--- config.mk ---
export PLATFORM = sky130hd
export DESIGN_NAME = link_reconnect_backoff_scheduler_flat
export DESIGN_NICKNAME = d
export VERILOG_FILES = /design/src/rtl/lrbs_pkg.sv /design/src/rtl/lrbs_if.sv /design/src/rtl/lrbs_cfg.sv /design/src/rtl/lrbs_dp.sv /design/src/rtl/lrbs_ctrl.sv /design/src/rtl/link_reconnect_backoff_scheduler.sv /design/src/flat_wrapper.sv
export VERILOG_INCLUDE_DIRS = /design/src /design/src/rtl
export SDC_FILE = /design/constraint.sdc
export NUM_CORES = 1
export LEC_CHECK = 0
export ABC_AREA = 1
export BUFFER_PORTS_ARGS = -buffer_cell sky130_fd_sc_hd__buf_2
export CORE_MARGIN = 2
export CORE_UTILIZATION = 53
export CTS_CLUSTER_DIAMETER = 100
export DETAILED_ROUTE_END_ITERATION = 10
export HOLD_SLACK_MARGIN = 0.05
export MAX_ROUTING_LAYER = met4
export PLACE_DENSITY = 0.7
export RECOVER_POWER = 100
export REMOVE_ABC_BUFFERS = 1
export SYNTH_ARGS = -nofsm -noshare
export SYNTH_HDL_FRONTEND = slang
export SYNTH_SLANG_ARGS = --single-unit
--- constraint.sdc ---
create_clock -name i_clk -period 4.3 [get_ports i_clk]
set_clock_uncertainty 0.05 [all_clocks]
set_input_delay 0.215 -clock i_clk [delete_from_list [all_inputs] [get_ports i_clk]]
set_output_delay 0.215 -clock i_clk [all_outputs]
set_load 0.02 [all_outputs]
--- src/rtl/link_reconnect_backoff_scheduler_assert.svh ---
// ----------------------------------------------------------------------------
// Assertion macros for link_reconnect_backoff_scheduler
// Concurrent assertion wrappers, empty when SYNTHESIS is defined.
// ----------------------------------------------------------------------------
`ifndef LINK_RECONNECT_BACKOFF_SCHEDULER_ASSERT_SVH
`define LINK_RECONNECT_BACKOFF_SCHEDULER_ASSERT_SVH

`ifndef SYNTHESIS
`define LRBS_ASSERT(lbl, clk, rst_n, prop) \
    lbl: assert property (@(posedge clk) disable iff (!rst_n) prop) \
        else $error("lrbs assertion failed");
`define LRBS_ASSERT_NEXT(lbl, clk, rst_n, ante, cons) \
    lbl: assert property (@(posedge clk) disable iff (!rst_n) ante |=> cons) \
        else $error("lrbs assertion failed");
`else
`define LRBS_ASSERT(lbl, clk, rst_n, prop)
`define LRBS_ASSERT_NEXT(lbl, clk, rst_n, ante, cons)
`endif

`endif

--- src/rtl/lrbs_pkg.sv ---
// ----------------------------------------------------------------------------
// lrbs_pkg
// Types, codes and constants of the reconnect backoff scheduler.
// ----------------------------------------------------------------------------
`default_nettype none

package lrbs_pkg;

    localparam int MAX_NETWORKS  = 8;
    localparam int NET_W         = 3;
    localparam int CNT_W         = 4;
    localparam int TIME_W        = 32;
    localparam int MS_W          = 20;
    localparam int BACKOFF_W     = 21;
    localparam int FAIL_W        = 16;
    localparam int THRESH_W      = 6;
    localparam int FAILS_PER_NET = 3;
    localparam int ADDR_W        = 5;
    localparam int DATA_W        = 32;

    localparam logic [MS_W-1:0] RST_CONNECT_TIMEOUT = MS_W'(12000);
    localparam logic [MS_W-1:0] RST_BACKOFF_START   = MS_W'(2000);
    localparam logic [MS_W-1:0] RST_MAX_BACKOFF     = MS_W'(60000);
    localparam logic [MS_W-1:0] RST_STATUS_INTERVAL = MS_W'(2000);
    localparam logic [MS_W-1:0] RST_IDLE_RETRY      = MS_W'(5000);

    typedef enum logic [2:0] {
        ACT_NONE      = 3'd0,
        ACT_START     = 3'd1,
        ACT_CONNECTED = 3'd2,
        ACT_FAILED    = 3'd3,
        ACT_REFRESH   = 3'd4,
        ACT_NOTHING   = 3'd5
    } t_action;

    typedef enum logic [1:0] {
        RSN_NONE      = 2'd0,
        RSN_NOT_FOUND = 2'd1,
        RSN_TIMEOUT   = 2'd2,
        RSN_REJECTED  = 2'd3
    } t_reason;

    typedef enum logic [1:0] {
        LNK_OTHER     = 2'd0,
        LNK_CONNECTED = 2'd1,
        LNK_NOT_FOUND = 2'd2,
        LNK_REJECTED  = 2'd3
    } t_link;

    typedef enum logic {
        FN_POLL      = 1'b0,
        FN_RECONNECT = 1'b1
    } t_func;

    typedef enum logic [2:0] {
        REG_SAVED_COUNT     = 3'd0,
        REG_CONNECT_TIMEOUT = 3'd1,
        REG_BACKOFF_START   = 3'd2,
        REG_MAX_BACKOFF     = 3'd3,
        REG_STATUS_INTERVAL = 3'd4,
        REG_IDLE_RETRY      = 3'd5
    } t_reg_idx;

    typedef struct packed {
        logic [CNT_W-1:0] saved_count;
        logic [MS_W-1:0]  connect_timeout;
        logic [MS_W-1:0]  backoff_start;
        logic [MS_W-1:0]  max_backoff;
        logic [MS_W-1:0]  status_interval;
        logic [MS_W-1:0]  idle_retry;
    } t_cfg;

    typedef struct packed {
        logic capture;
        logic eval;
        logic mod_step;
        logic commit;
    } t_ctrl_cmd;

    typedef struct packed {
        logic mod_busy;
    } t_dp_sts;

endpackage

`default_nettype wire

--- src/rtl/lrbs_if.sv ---
// ----------------------------------------------------------------------------
// lrbs_req_if / lrbs_rsp_if
// Valid/ready channels for poll items and result items.
// ----------------------------------------------------------------------------
`default_nettype none

interface lrbs_req_if;
    logic        valid;
    logic        ready;
    logic        func;
    logic [31:0] now_ms;
    logic [1:0]  link_status;

    modport source (output valid, output func, output now_ms, output link_status,
                    input ready);
    modport sink   (input valid, input func, input now_ms, input link_status,
                    output ready);
endinterface

interface lrbs_rsp_if;
    logic       valid;
    logic       ready;
    logic [2:0] action;
    logic [2:0] network_index;
    logic [1:0] fail_reason;
    logic       drop_link;
    logic       portal_up;
    logic       portal_down;

    modport source (output valid, output action, output network_index,
                    output fail_reason, output drop_link, output portal_up,
                    output portal_down, input ready);
    modport sink   (input valid, input action, input network_index,
                    input fail_reason, input drop_link, input portal_up,
                    input portal_down, output ready);
endinterface

`default_nettype wire

--- src/rtl/lrbs_cfg.sv ---
// ----------------------------------------------------------------------------
// lrbs_cfg
// APB register file holding the scheduler timing and rotation settings.
// ----------------------------------------------------------------------------
`default_nettype none

module lrbs_cfg (
    input  wire                          i_clk,
    input  wire                          i_rst_n,
    input  wire                          psel,
    input  wire                          penable,
    input  wire                          pwrite,
    input  wire [lrbs_pkg::ADDR_W-1:0]   paddr,
    input  wire [lrbs_pkg::DATA_W-1:0]   pwdata,
    output logic [lrbs_pkg::DATA_W-1:0]  prdata,
    output logic                         pready,
    output lrbs_pkg::t_cfg               o_cfg
);

    lrbs_pkg::t_cfg       r_cfg;
    lrbs_pkg::t_reg_idx   w_idx;
    logic                 w_wr;

    assign w_idx  = lrbs_pkg::t_reg_idx'(paddr[lrbs_pkg::ADDR_W-1:2]);
    assign w_wr   = psel && penable && pwrite;
    assign pready = 1'b1;
    assign o_cfg  = r_cfg;

    always_ff @(posedge i_clk) begin
        if (!i_rst_n) begin
            r_cfg.saved_count     <= '0;
            r_cfg.connect_timeout <= lrbs_pkg::RST_CONNECT_TIMEOUT;
            r_cfg.backoff_start   <= lrbs_pkg::RST_BACKOFF_START;
            r_cfg.max_backoff     <= lrbs_pkg::RST_MAX_BACKOFF;
            r_cfg.status_interval <= lrbs_pkg::RST_STATUS_INTERVAL;
            r_cfg.idle_retry      <= lrbs_pkg::RST_IDLE_RETRY;
        end else if (w_wr) begin
            unique case (w_idx)
                lrbs_pkg::REG_SAVED_COUNT: begin
                    r_cfg.saved_count <= pwdata[lrbs_pkg::CNT_W-1:0];
                end
                lrbs_pkg::REG_CONNECT_TIMEOUT: begin
                    r_cfg.connect_timeout <= pwdata[lrbs_pkg::MS_W-1:0];
                end
                lrbs_pkg::REG_BACKOFF_START: begin
                    r_cfg.backoff_start <= pwdata[lrbs_pkg::MS_W-1:0];
                end
                lrbs_pkg::REG_MAX_BACKOFF: begin
                    r_cfg.max_backoff <= pwdata[lrbs_pkg::MS_W-1:0];
                end
                lrbs_pkg::REG_STATUS_INTERVAL: begin
                    r_cfg.status_interval <= pwdata[lrbs_pkg::MS_W-1:0];
                end
                lrbs_pkg::REG_IDLE_RETRY: begin
                    r_cfg.idle_retry <= pwdata[lrbs_pkg::MS_W-1:0];
                end
                default: begin
                end
            endcase
        end
    end

    always_comb begin
        unique case (w_idx)
            lrbs_pkg::REG_SAVED_COUNT:     prdata = lrbs_pkg::DATA_W'(r_cfg.saved_count);
            lrbs_pkg::REG_CONNECT_TIMEOUT: prdata = lrbs_pkg::DATA_W'(r_cfg.connect_timeout);
            lrbs_pkg::REG_BACKOFF_START:   prdata = lrbs_pkg::DATA_W'(r_cfg.backoff_start);
            lrbs_pkg::REG_MAX_BACKOFF:     prdata = lrbs_pkg::DATA_W'(r_cfg.max_backoff);
            lrbs_pkg::REG_STATUS_INTERVAL: prdata = lrbs_pkg::DATA_W'(r_cfg.status_interval);
            lrbs_pkg::REG_IDLE_RETRY:      prdata = lrbs_pkg::DATA_W'(r_cfg.idle_retry);
            default:                       prdata = '0;
        endcase
    end

endmodule

`default_nettype wire

--- src/rtl/lrbs_dp.sv ---
// ----------------------------------------------------------------------------
// lrbs_dp
// Scheduler datapath: item latch, timer compares, rotation reduction,
// state update and result register.
// ----------------------------------------------------------------------------
`default_nettype none

module lrbs_dp (
    input  wire                                i_clk,
    input  wire                                i_rst_n,
    input  lrbs_pkg::t_cfg                     i_cfg,
    input  lrbs_pkg::t_ctrl_cmd                i_cmd,
    output lrbs_pkg::t_dp_sts                  o_sts,
    input  wire                                i_func,
    input  wire [lrbs_pkg::TIME_W-1:0]         i_now_ms,
    input  wire [1:0]                          i_link_status,
    output logic [2:0]                         o_action,
    output logic [lrbs_pkg::NET_W-1:0]         o_network_index,
    output logic [1:0]                         o_fail_reason,
    output logic                               o_drop_link,
    output logic                               o_portal_up,
    output logic                               o_portal_down
);

    // latched item
    lrbs_pkg::t_func                 r_func;
    logic [lrbs_pkg::TIME_W-1:0]     r_now;
    lrbs_pkg::t_link                 r_status;

    // scheduler state
    logic                            r_running;
    logic [lrbs_pkg::FAIL_W-1:0]     r_fail;
    logic [lrbs_pkg::BACKOFF_W-1:0]  r_backoff;
    logic [lrbs_pkg::TIME_W-1:0]     r_retry_at;
    logic [lrbs_pkg::TIME_W-1:0]     r_began;
    logic [lrbs_pkg::TIME_W-1:0]     r_last_refresh;
    logic [lrbs_pkg::NET_W-1:0]      r_rot;
    logic                            r_portal_on;

    // evaluation registers
    logic                            r_timeout;
    logic                            r_refresh_due;
    logic                            r_retry_due;
    logic [lrbs_pkg::NET_W-1:0]      r_idx;

    logic                            n_running;
    logic [lrbs_pkg::FAIL_W-1:0]     n_fail;
    logic [lrbs_pkg::BACKOFF_W-1:0]  n_backoff;
    logic [lrbs_pkg::TIME_W-1:0]     n_retry_at;
    logic [lrbs_pkg::TIME_W-1:0]     n_began;
    logic [lrbs_pkg::TIME_W-1:0]     n_last_refresh;
    logic [lrbs_pkg::NET_W-1:0]      n_rot;
    logic                            n_portal_on;

    lrbs_pkg::t_action               n_action;
    logic [lrbs_pkg::NET_W-1:0]      n_net;
    lrbs_pkg::t_reason               n_reason;
    logic                            n_drop;
    logic                            n_pup;
    logic                            n_pdown;

    logic [lrbs_pkg::CNT_W-1:0]      w_count;
    logic [lrbs_pkg::THRESH_W-1:0]   w_thresh;
    logic [lrbs_pkg::TIME_W-1:0]     w_elapsed;
    logic [lrbs_pkg::TIME_W-1:0]     w_since_refresh;
    logic [lrbs_pkg::CNT_W-1:0]      w_idx_inc;
    logic                            w_record;
    logic [lrbs_pkg::TIME_W-1:0]     w_addend;
    logic [lrbs_pkg::TIME_W-1:0]     w_sum;
    logic [lrbs_pkg::FAIL_W-1:0]     w_fail_inc;

    assign w_count = (i_cfg.saved_count > lrbs_pkg::CNT_W'(lrbs_pkg::MAX_NETWORKS))
                   ? lrbs_pkg::CNT_W'(lrbs_pkg::MAX_NETWORKS) : i_cfg.saved_count;
    assign w_thresh = lrbs_pkg::THRESH_W'(w_count)
                    * lrbs_pkg::THRESH_W'(lrbs_pkg::FAILS_PER_NET);

    assign w_elapsed       = r_now - r_began;
    assign w_since_refresh = r_now - r_last_refresh;

    assign o_sts.mod_busy = (w_count != '0) && (lrbs_pkg::CNT_W'(r_idx) >= w_count);

    assign w_idx_inc  = lrbs_pkg::CNT_W'(r_idx) + lrbs_pkg::CNT_W'(1);
    assign w_fail_inc = (r_fail == '1) ? r_fail : r_fail + lrbs_pkg::FAIL_W'(1);
    assign w_record   = r_running && (r_status != lrbs_pkg::LNK_CONNECTED);
    assign w_addend   = w_record ? lrbs_pkg::TIME_W'(r_backoff)
                                 : lrbs_pkg::TIME_W'(i_cfg.idle_retry);
    assign w_sum      = r_now + w_addend;

    always_comb begin
        n_running      = r_running;
        n_fail         = r_fail;
        n_backoff      = r_backoff;
        n_retry_at     = r_retry_at;
        n_began        = r_began;
        n_last_refresh = r_last_refresh;
        n_rot          = r_rot;
        n_portal_on    = r_portal_on;
        n_action       = lrbs_pkg::ACT_NONE;
        n_net          = '0;
        n_reason       = lrbs_pkg::RSN_NONE;
        n_drop         = 1'b0;
        n_pup          = 1'b0;
        n_pdown        = 1'b0;

        if (r_func == lrbs_pkg::FN_RECONNECT) begin
            n_retry_at = '0;
            n_backoff  = lrbs_pkg::BACKOFF_W'(i_cfg.backoff_start);
            n_running  = 1'b0;
            n_drop     = 1'b1;
        end else if (r_running) begin
            if (r_status == lrbs_pkg::LNK_CONNECTED) begin
                n_running = 1'b0;
                n_fail    = '0;
                n_backoff = lrbs_pkg::BACKOFF_W'(i_cfg.backoff_start);
                n_action  = lrbs_pkg::ACT_CONNECTED;
                if (r_portal_on) begin
                    n_portal_on = 1'b0;
                    n_pdown     = 1'b1;
                end
            end else if (r_timeout || r_status == lrbs_pkg::LNK_REJECTED) begin
                n_action = lrbs_pkg::ACT_FAILED;
                if (r_timeout) begin
                    n_reason = (r_status == lrbs_pkg::LNK_NOT_FOUND)
                             ? lrbs_pkg::RSN_NOT_FOUND : lrbs_pkg::RSN_TIMEOUT;
                end else begin
                    n_reason = lrbs_pkg::RSN_REJECTED;
                end
                n_running  = 1'b0;
                n_fail     = w_fail_inc;
                n_retry_at = w_sum;
                if (r_backoff >= lrbs_pkg::BACKOFF_W'(i_cfg.max_backoff)) begin
                    n_backoff = lrbs_pkg::BACKOFF_W'(i_cfg.max_backoff);
                end else begin
                    n_backoff = {r_backoff[lrbs_pkg::BACKOFF_W-2:0], 1'b0};
                end
                if (!r_portal_on && w_count != '0
                    && w_fail_inc >= lrbs_pkg::FAIL_W'(w_thresh)) begin
                    n_portal_on = 1'b1;
                    n_pup       = 1'b1;
                end
            end
        end else if (r_status == lrbs_pkg::LNK_CONNECTED) begin
            if (r_refresh_due) begin
                n_last_refresh = r_now;
                n_action       = lrbs_pkg::ACT_REFRESH;
            end
        end else if (r_retry_due) begin
            if (w_count == '0) begin
                n_retry_at = w_sum;
                n_action   = lrbs_pkg::ACT_NOTHING;
                if (!r_portal_on) begin
                    n_portal_on = 1'b1;
                    n_pup       = 1'b1;
                end
            end else begin
                n_rot     = (w_idx_inc == w_count) ? '0 : w_idx_inc[lrbs_pkg::NET_W-1:0];
                n_running = 1'b1;
                n_began   = r_now;
                n_action  = lrbs_pkg::ACT_START;
                n_net     = r_idx;
                n_drop    = 1'b1;
            end
        end
    end

    always_ff @(posedge i_clk) begin
        if (i_cmd.capture) begin
            r_func   <= lrbs_pkg::t_func'(i_func);
            r_now    <= i_now_ms;
            r_status <= lrbs_pkg::t_link'(i_link_status);
        end
        if (i_cmd.eval) begin
            r_timeout     <= w_elapsed > lrbs_pkg::TIME_W'(i_cfg.connect_timeout);
            r_refresh_due <= w_since_refresh > lrbs_pkg::TIME_W'(i_cfg.status_interval);
            r_retry_due   <= r_now >= r_retry_at;
            r_idx         <= r_rot;
        end else if (i_cmd.mod_step) begin
            r_idx <= r_idx - w_count[lrbs_pkg::NET_W-1:0];
        end
        if (i_cmd.commit) begin
            o_action        <= n_action;
            o_network_index <= n_net;
            o_fail_reason   <= n_reason;
            o_drop_link     <= n_drop;
            o_portal_up     <= n_pup;
            o_portal_down   <= n_pdown;
        end
    end

    always_ff @(posedge i_clk) begin
        if (!i_rst_n) begin
            r_running      <= 1'b0;
            r_fail         <= '0;
            r_backoff      <= lrbs_pkg::BACKOFF_W'(lrbs_pkg::RST_BACKOFF_START);
            r_retry_at     <= '0;
            r_began        <= '0;
            r_last_refresh <= '0;
            r_rot          <= '0;
            r_portal_on    <= 1'b0;
        end else if (i_cmd.commit) begin
            r_running      <= n_running;
            r_fail         <= n_fail;
            r_backoff      <= n_backoff;
            r_retry_at     <= n_retry_at;
            r_began        <= n_began;
            r_last_refresh <= n_last_refresh;
            r_rot          <= n_rot;
            r_portal_on    <= n_portal_on;
        end
    end

endmodule

`default_nettype wire

--- src/rtl/lrbs_ctrl.sv ---
// ----------------------------------------------------------------------------
// lrbs_ctrl
// Item sequencer: capture, evaluate, rotation reduce, commit into the
// result register.
// ----------------------------------------------------------------------------
`default_nettype none

`include "link_reconnect_backoff_scheduler_assert.svh"

module lrbs_ctrl (
    input  wire                   i_clk,
    input  wire                   i_rst_n,
    input  wire                   i_in_valid,
    output logic                  o_in_ready,
    output logic                  o_out_valid,
    input  wire                   i_out_ready,
    output lrbs_pkg::t_ctrl_cmd   o_cmd,
    input  lrbs_pkg::t_dp_sts     i_sts
);

    typedef enum logic [1:0] {
        S_IDLE,
        S_EVAL,
        S_MOD,
        S_FINISH
    } t_state;

    t_state r_state;
    t_state n_state;
    logic   r_out_valid;
    logic   n_out_valid;

    assign o_in_ready  = (r_state == S_IDLE);
    assign o_out_valid = r_out_valid;

    always_comb begin
        o_cmd.capture  = (r_state == S_IDLE) && i_in_valid;
        o_cmd.eval     = (r_state == S_EVAL);
        o_cmd.mod_step = (r_state == S_MOD) && i_sts.mod_busy;
        o_cmd.commit   = (r_state == S_FINISH) && (!r_out_valid || i_out_ready);
    end

    always_comb begin
        n_state = r_state;
        unique case (r_state)
            S_IDLE: begin
                if (i_in_valid) begin
                    n_state = S_EVAL;
                end
            end
            S_EVAL: begin
                n_state = S_MOD;
            end
            S_MOD: begin
                if (!i_sts.mod_busy) begin
                    n_state = S_FINISH;
                end
            end
            S_FINISH: begin
                if (o_cmd.commit) begin
                    n_state = S_IDLE;
                end
            end
            default: begin
                n_state = S_IDLE;
            end
        endcase
        n_out_valid = o_cmd.commit || (r_out_valid && !i_out_ready);
    end

    always_ff @(posedge i_clk) begin
        if (!i_rst_n) begin
            r_state     <= S_IDLE;
            r_out_valid <= 1'b0;
        end else begin
            r_state     <= n_state;
            r_out_valid <= n_out_valid;
        end
    end

    `LRBS_ASSERT(a_cmd_onehot, i_clk, i_rst_n, $onehot0(o_cmd))
    `LRBS_ASSERT_NEXT(a_commit_loads, i_clk, i_rst_n, o_cmd.commit, r_out_valid && o_in_ready)
    `LRBS_ASSERT_NEXT(a_finish_holds, i_clk, i_rst_n, (r_state == S_FINISH) && !o_cmd.commit, (r_state == S_FINISH) && r_out_valid)
    `LRBS_ASSERT_NEXT(a_capture_busy, i_clk, i_rst_n, o_cmd.capture, !o_in_ready)

endmodule

`default_nettype wire

--- src/rtl/link_reconnect_backoff_scheduler.sv ---
// ----------------------------------------------------------------------------
// link_reconnect_backoff_scheduler
// Reconnect scheduler with exponential backoff and round-robin network
// rotation, APB configured.
//
//   channel   dir   handshake          payload
//   i_req     in    valid/ready        func, now_ms, link_status
//   o_rsp     out   valid/ready        action, network_index, fail_reason,
//                                      drop_link, portal_up, portal_down
//   apb       in    psel/penable       paddr, pwdata, prdata
//
// Items are captured, evaluated, rotation reduced (at most 7 steps, when
// the saved count shrank to or below the stored position) and committed.
// The result register frees the input side: a new item is taken while a
// result waits; commit stalls only until that result is taken.
// Synchronous active-low reset restores register defaults.
// ----------------------------------------------------------------------------
`default_nettype none

module link_reconnect_backoff_scheduler (
    input  wire                          i_clk,
    input  wire                          i_rst_n,
    lrbs_req_if.sink                     i_req,
    lrbs_rsp_if.source                   o_rsp,
    input  wire                          psel,
    input  wire                          penable,
    input  wire                          pwrite,
    input  wire [lrbs_pkg::ADDR_W-1:0]   paddr,
    input  wire [lrbs_pkg::DATA_W-1:0]   pwdata,
    output logic [lrbs_pkg::DATA_W-1:0]  prdata,
    output logic                         pready
);

    lrbs_pkg::t_cfg       w_cfg;
    lrbs_pkg::t_ctrl_cmd  w_cmd;
    lrbs_pkg::t_dp_sts    w_sts;
    logic                 w_in_ready;
    logic                 w_out_valid;

    assign i_req.ready = w_in_ready;
    assign o_rsp.valid = w_out_valid;

    lrbs_cfg u_cfg (
        .i_clk   (i_clk),
        .i_rst_n (i_rst_n),
        .psel    (psel),
        .penable (penable),
        .pwrite  (pwrite),
        .paddr   (paddr),
        .pwdata  (pwdata),
        .prdata  (prdata),
        .pready  (pready),
        .o_cfg   (w_cfg)
    );

    lrbs_ctrl u_ctrl (
        .i_clk       (i_clk),
        .i_rst_n     (i_rst_n),
        .i_in_valid  (i_req.valid),
        .o_in_ready  (w_in_ready),
        .o_out_valid (w_out_valid),
        .i_out_ready (o_rsp.ready),
        .o_cmd       (w_cmd),
        .i_sts       (w_sts)
    );

    lrbs_dp u_dp (
        .i_clk           (i_clk),
        .i_rst_n         (i_rst_n),
        .i_cfg           (w_cfg),
        .i_cmd           (w_cmd),
        .o_sts           (w_sts),
        .i_func          (i_req.func),
        .i_now_ms        (i_req.now_ms),
        .i_link_status   (i_req.link_status),
        .o_action        (o_rsp.action),
        .o_network_index (o_rsp.network_index),
        .o_fail_reason   (o_rsp.fail_reason),
        .o_drop_link     (o_rsp.drop_link),
        .o_portal_up     (o_rsp.portal_up),
        .o_portal_down   (o_rsp.portal_down)
    );

endmodule

`default_nettype wire
--- src/flat_wrapper.sv ---
// flat-port wrapper written by rule: the top's interface ports become plain ports
module link_reconnect_backoff_scheduler_flat 
  (i_clk, i_rst_n, psel, penable, pwrite, paddr, pwdata, prdata, pready, i_req_valid, i_req_func, i_req_now_ms, i_req_link_status, i_req_ready, o_rsp_valid, o_rsp_action, o_rsp_network_index, o_rsp_fail_reason, o_rsp_drop_link, o_rsp_portal_up, o_rsp_portal_down, o_rsp_ready);
  lrbs_req_if i_req_i ();
  lrbs_rsp_if o_rsp_i ();
  input  wire i_clk;
  input  wire i_rst_n;
  input  wire psel;
  input  wire penable;
  input  wire pwrite;
  input  wire [lrbs_pkg::ADDR_W-1:0] paddr;
  input  wire [lrbs_pkg::DATA_W-1:0] pwdata;
  output logic [lrbs_pkg::DATA_W-1:0] prdata;
  output logic pready;
  input wire logic [$bits(i_req_i.valid)-1:0] i_req_valid;
  input wire logic [$bits(i_req_i.func)-1:0] i_req_func;
  input wire logic [$bits(i_req_i.now_ms)-1:0] i_req_now_ms;
  input wire logic [$bits(i_req_i.link_status)-1:0] i_req_link_status;
  output wire logic [$bits(i_req_i.ready)-1:0] i_req_ready;
  output wire logic [$bits(o_rsp_i.valid)-1:0] o_rsp_valid;
  output wire logic [$bits(o_rsp_i.action)-1:0] o_rsp_action;
  output wire logic [$bits(o_rsp_i.network_index)-1:0] o_rsp_network_index;
  output wire logic [$bits(o_rsp_i.fail_reason)-1:0] o_rsp_fail_reason;
  output wire logic [$bits(o_rsp_i.drop_link)-1:0] o_rsp_drop_link;
  output wire logic [$bits(o_rsp_i.portal_up)-1:0] o_rsp_portal_up;
  output wire logic [$bits(o_rsp_i.portal_down)-1:0] o_rsp_portal_down;
  input wire logic [$bits(o_rsp_i.ready)-1:0] o_rsp_ready;
  assign i_req_i.valid = i_req_valid;
  assign i_req_i.func = i_req_func;
  assign i_req_i.now_ms = i_req_now_ms;
  assign i_req_i.link_status = i_req_link_status;
  assign i_req_ready = i_req_i.ready;
  assign o_rsp_valid = o_rsp_i.valid;
  assign o_rsp_action = o_rsp_i.action;
  assign o_rsp_network_index = o_rsp_i.network_index;
  assign o_rsp_fail_reason = o_rsp_i.fail_reason;
  assign o_rsp_drop_link = o_rsp_i.drop_link;
  assign o_rsp_portal_up = o_rsp_i.portal_up;
  assign o_rsp_portal_down = o_rsp_i.portal_down;
  assign o_rsp_i.ready = o_rsp_ready;
  link_reconnect_backoff_scheduler u_core (.i_clk(i_clk), .i_rst_n(i_rst_n), .i_req(i_req_i), .o_rsp(o_rsp_i), .psel(psel), .penable(penable), .pwrite(pwrite), .paddr(paddr), .pwdata(pwdata), .prdata(prdata), .pready(pready));
endmodule
==> summary.md <==
| Metric | Value |
|---|---|
| Setup crit end kind | register |
| Main synth FF type | dfxtp_1 |
| Gp weighted congestion | 0.968 |
| Synthesis-to-finish area growth | 13.0% |
| H-tree Lvls | 2 |
| Post-Route WL | ~65000 µm |
| Number of max-cap violations | 4 |
| Die H | 199 µm |
| Setup crit start kind | register |
| Switching Fraction | 37.4% |
| Ys async rst share | 0% |
| Sequential share of power | approximately a third |
| Top Ports | 125 |
| Final TNS setup | 0 ns |
| Violated checks | capacitance limit, slew limit |
| Reg2reg path depth | 16 |
| Crit path DAT | 4.26 ns |
| Initial DRC count | roughly 1.5k |
| Worst skew pair latency | 0.55 ns |
| # port buffers | 97 |
| Die area | 39600 µm² |
| Gates resized, CTS repair | 0 |
| Worst-path fanout max | 36 |
| TritonCTS buffer count | 36 |
| Worst hold path class | input pin to register |
| Final worst path period need | 3.95 ns |
| Syn Area/Cell | 6.95 µm² |
| Worst slew pin tran | 2.31 ns |
| Worst slew margin | -53.9% |
| CTS root buffer | clkbuf_16 |
| Reg-to-Reg Start | u_core.u_dp.r_status[1]$_DFFE_PP_ |
| Leakage | just under 10 nW |
| Pre-CTS WS | 0.432 ns |
| Hold Fails Final Rpt | 0 |
| Outcome | finished, violations left |
| Vias | 20.2k |
| Yosys cell types | 58 |
| TritonCTS clock tree | done |
| Wire per inst | about 18 µm |
| Reg2reg end | u_core.u_dp.r_retry_at[23]$_SDFFE_PN0P_ |
| Worst Path Required | 4.61 ns |
| Initial Util | 53.6% |
| GRT Util Overall | between 30 and 40% |
| Detailed placer's ending HPWL | roughly 50000 µm |
| Area of the mapped netlist | 20100 µm² |
| Clk pin slew, worst setup/hold paths | 0.06 ns |
| DRT Pass-1 Iters | 6 |
| Clock sinks | 297 |
| Pint | approximately 6.2 mW |
| Min-Delay Path Depth | 3 |
| Max Slew Vio Count | 227 |
| Antenna fix cells | 0 |
| Tot Pwr | 9.83 mW |
| Worst Setup Path Type | register to register |
| Initial antenna violation count | 0 |
| Vias in the first global route | 18.6k |
| Power Density | 432 nW/µm² |
| Final non-filler cell total | between 3k and 4k |
| Final setup viols | 0 |
| Sequential area share after synthesis | between 30% and 40% |
| FF+latch count, synth | 297 |
| Min-Delay Startpoint | i_req_valid |
| Final Util | 60.6% |
| Synth warn | 0 |
| Hold Path Sink | u_core.u_ctrl.r_state[1]$_SDFFE_PN0P_ |
| Rows | 71 |
| Largest net degree at the start of global routing | 95 |
| Placed cell count | roughly 3.5k |
| Layout cells sized above 1 | 5.31% |
| Period utilization | 91.8% |
| P_sw | 3.68 mW |
| GRT overflow | 0 |
| Post-DRT Antenna Nets | 0 |
| Core ar. | about 38000 µm² |
| Worst VDD drop | roughly 0.00041 V |
| Longest Clk Path Bufs | 3 |
| Combinational share of power | around 34% |
| First-pass GRT wire length | around 100000 µm |
| Reg2Reg Setup Slack | around 0.35 ns |
| Fmax | approximately 250 MHz |
| Die Width | 199 µm |
| Via/cell ratio | 5.64 |
| Post-synth EDFFs | 52 |
| RSZ-0062 raised after global routing | no |
| Fill cells | roughly 3.6k |
| Clock share of power | 32.6% |
| Cells after Synth | 2899 |
| # nets final | 3317 |
| DRC | 0 |
| Setup slack after layout | 0.353 ns |
-- sequential cells by signal, summed over array words and instances (netlist names), 2 cells and up --
name,count
u_core.u_dp.o_action,3
u_core.u_ctrl.r_state,2
u_core.u_dp.r_backoff,21
u_core.u_dp.r_status,2
u_core.u_dp.o_fail_reason,2
u_core.u_dp.r_idx,3
u_core.u_dp.r_retry_at,32
u_core.u_dp.r_now,32
u_core.u_cfg.o_cfg,104
u_core.u_dp.r_fail,16
u_core.u_dp.o_network_index,3
u_core.u_dp.r_rot,3
u_core.u_dp.r_last_refresh,32
u_core.u_dp.r_began,32
-- cells in the mapped netlist, types with 4 or more instances --
cell type	number	area [µm²]
o21ai_1	8	40.0
a21o_1	14	105
o21bai_1	9	67.6
inv_2	4	15.0
a221oi_1	18	158
nor3_1	24	120
buf_2	9	45.0
edfxtp_1	52	1560
inv_1	363	1360
or2_2	4	25.0
a21oi_2	9	78.8
a31oi_1	8	50.1
nand4_1	36	225
buf_4	16	120
nor4_1	6	37.5
nand3_1	117	586
dfxtp_1	245	4900
fa_1	5	100
o211ai_1	18	135
nor2_1	269	1010
o21ai_0	288	1440
nand3b_1	6	45.0
nand2_1	607	2280
o22ai_1	19	119
xor2_1	45	394
xnor2_1	10	87.6
a21oi_1	378	1890
clkbuf_1	70	263
o221ai_1	5	43.8
ha_1	193	2410
-- through the flow --
step / cell area [µm²] / hold WS, ns
floorplan: 19700 / 0.249
global placement: 21200 / 0.341
detailed placement: 21200 / 0.343
CTS: 22900 / 0.0810
global route: 22800 / 0.156
finish: 22800 / 0.0968
-- critical path, cell delays in order, from the launching register on --
cell	delay [ns]
edfxtp_1	0.43
nor2_1	0.45
nor2_2	0.21
buf_12	0.22
nand2_1	0.09
o21ai_0	0.09
buf_4	0.17
ha_1	0.39
nand2_1	0.13
nor4_1	0.56
nand3_1	0.29
nand3_1	0.22
nand2_1	0.09
inv_1	0.09
a21oi_1	0.06
o21ai_0	0.08
a21oi_1	0.08
-- cells in the final DEF, fill, tap and decap left out, types with 3 or more instances in the layout --
master,instances
xor2_1,45
nand2_2,3
nand4_1,36
a21oi_1,385
xnor2_1,10
a211oi_1,3
a31oi_1,8
a221oi_1,18
ha_1,193
nand3_1,117
o21a_1,3
o22ai_1,19
o221ai_1,5
clkbuf_1,61
dlygate4sd3_1,56
clkbuf_16,37
nor2_1,271
or2_2,4
fa_1,5
dfxtp_1,245
nor4_1,7
o21bai_1,9
inv_1,365
a21oi_2,3
o21ai_0,295
edfxtp_1,52
buf_4,28
buf_2,56
a21o_1,14
clkinv_1,3
nor3_1,26
clkbuf_8,3
conb_1,13
clkinv_2,3
nand3b_1,6
bufinv_16,5
o211ai_1,18
nand2_1,606
-- layer usage --
metal	wire (µm)	GRT usage, %	vias up
li1	-	-	9976
met5	0	-	-
met3	4040	3.51	133
met1	28300	43.2	9347
met2	30300	54.3	721
met4	2270	13.2	0
-- cell families after synthesis --
family,Yosys count,share of synthesized area (%)
and+or+nand+nor,1087,22.5
DFF,297,32.1
xor gates and xnor gates,55,2.39
AOI/OAI and AO/OA,790,21.3
adders and majority gates,198,12.5
muxes,1,0.0559
buffers and inverters,469,9.19
other,2,0.0373
-- power groups by stage --
stage | clock network, mW | registers (mW) | logic (mW)
after floorplan | 0 | 3.27 | 2.32
after global placement | 0 | 3.36 | 3.15
after detailed placement | 0 | 3.36 | 3.22
after CTS | 3.24 | 3.31 | 3.28
after global routing | 3.35 | 3.33 | 3.73
final | 3.20 | 3.32 | 3.30
-- worst max-delay path by stage --
stage	startpoint	depth (start not counted)	end
2_1_floorplan	u_core.u_dp.r_status[0]$_DFFE_PP_	15	u_core.u_dp.r_retry_at[10]$_SDFFE_PN0P_
3_3_place_gp	u_core.u_dp.r_now[0]$_DFFE_PP_	18	u_core.u_dp.r_timeout$_DFFE_PP_
3_5_place_dp	u_core.u_dp.r_now[0]$_DFFE_PP_	18	u_core.u_dp.r_timeout$_DFFE_PP_
4_1_cts	u_core.u_dp.r_now[0]$_DFFE_PP_	18	u_core.u_dp.r_timeout$_DFFE_PP_
5_1_grt	u_core.u_dp.r_status[1]$_DFFE_PP_	16	u_core.u_dp.r_retry_at[23]$_SDFFE_PN0P_
6_report	u_core.u_dp.r_status[1]$_DFFE_PP_	16	u_core.u_dp.r_retry_at[23]$_SDFFE_PN0P_
-- layout make-up --
| cell class | instances | area [µm²] | area share (%) |
|---|---|---|---|
| timing repair buffer | 192 | 1270 | 5.57 |
| clock inverter | 13 | 203 | 0.890 |
| tap | 511 | 639 | 2.81 |
| multi-input combinational | 2144 | 11800 | 51.8 |
| sequential | 297 | 6470 | 28.4 |
| inverter | 369 | 1390 | 6.08 |
| clock buffer | 53 | 1020 | 4.46 |
-- repair_timing --
item / 4_1_cts / 5_1_grt
hold buffers: 56 / 0
buffers inserted: 0 / 0
hold endpoints to repair: 140 / 0
(Power assumes the default switching activity.)
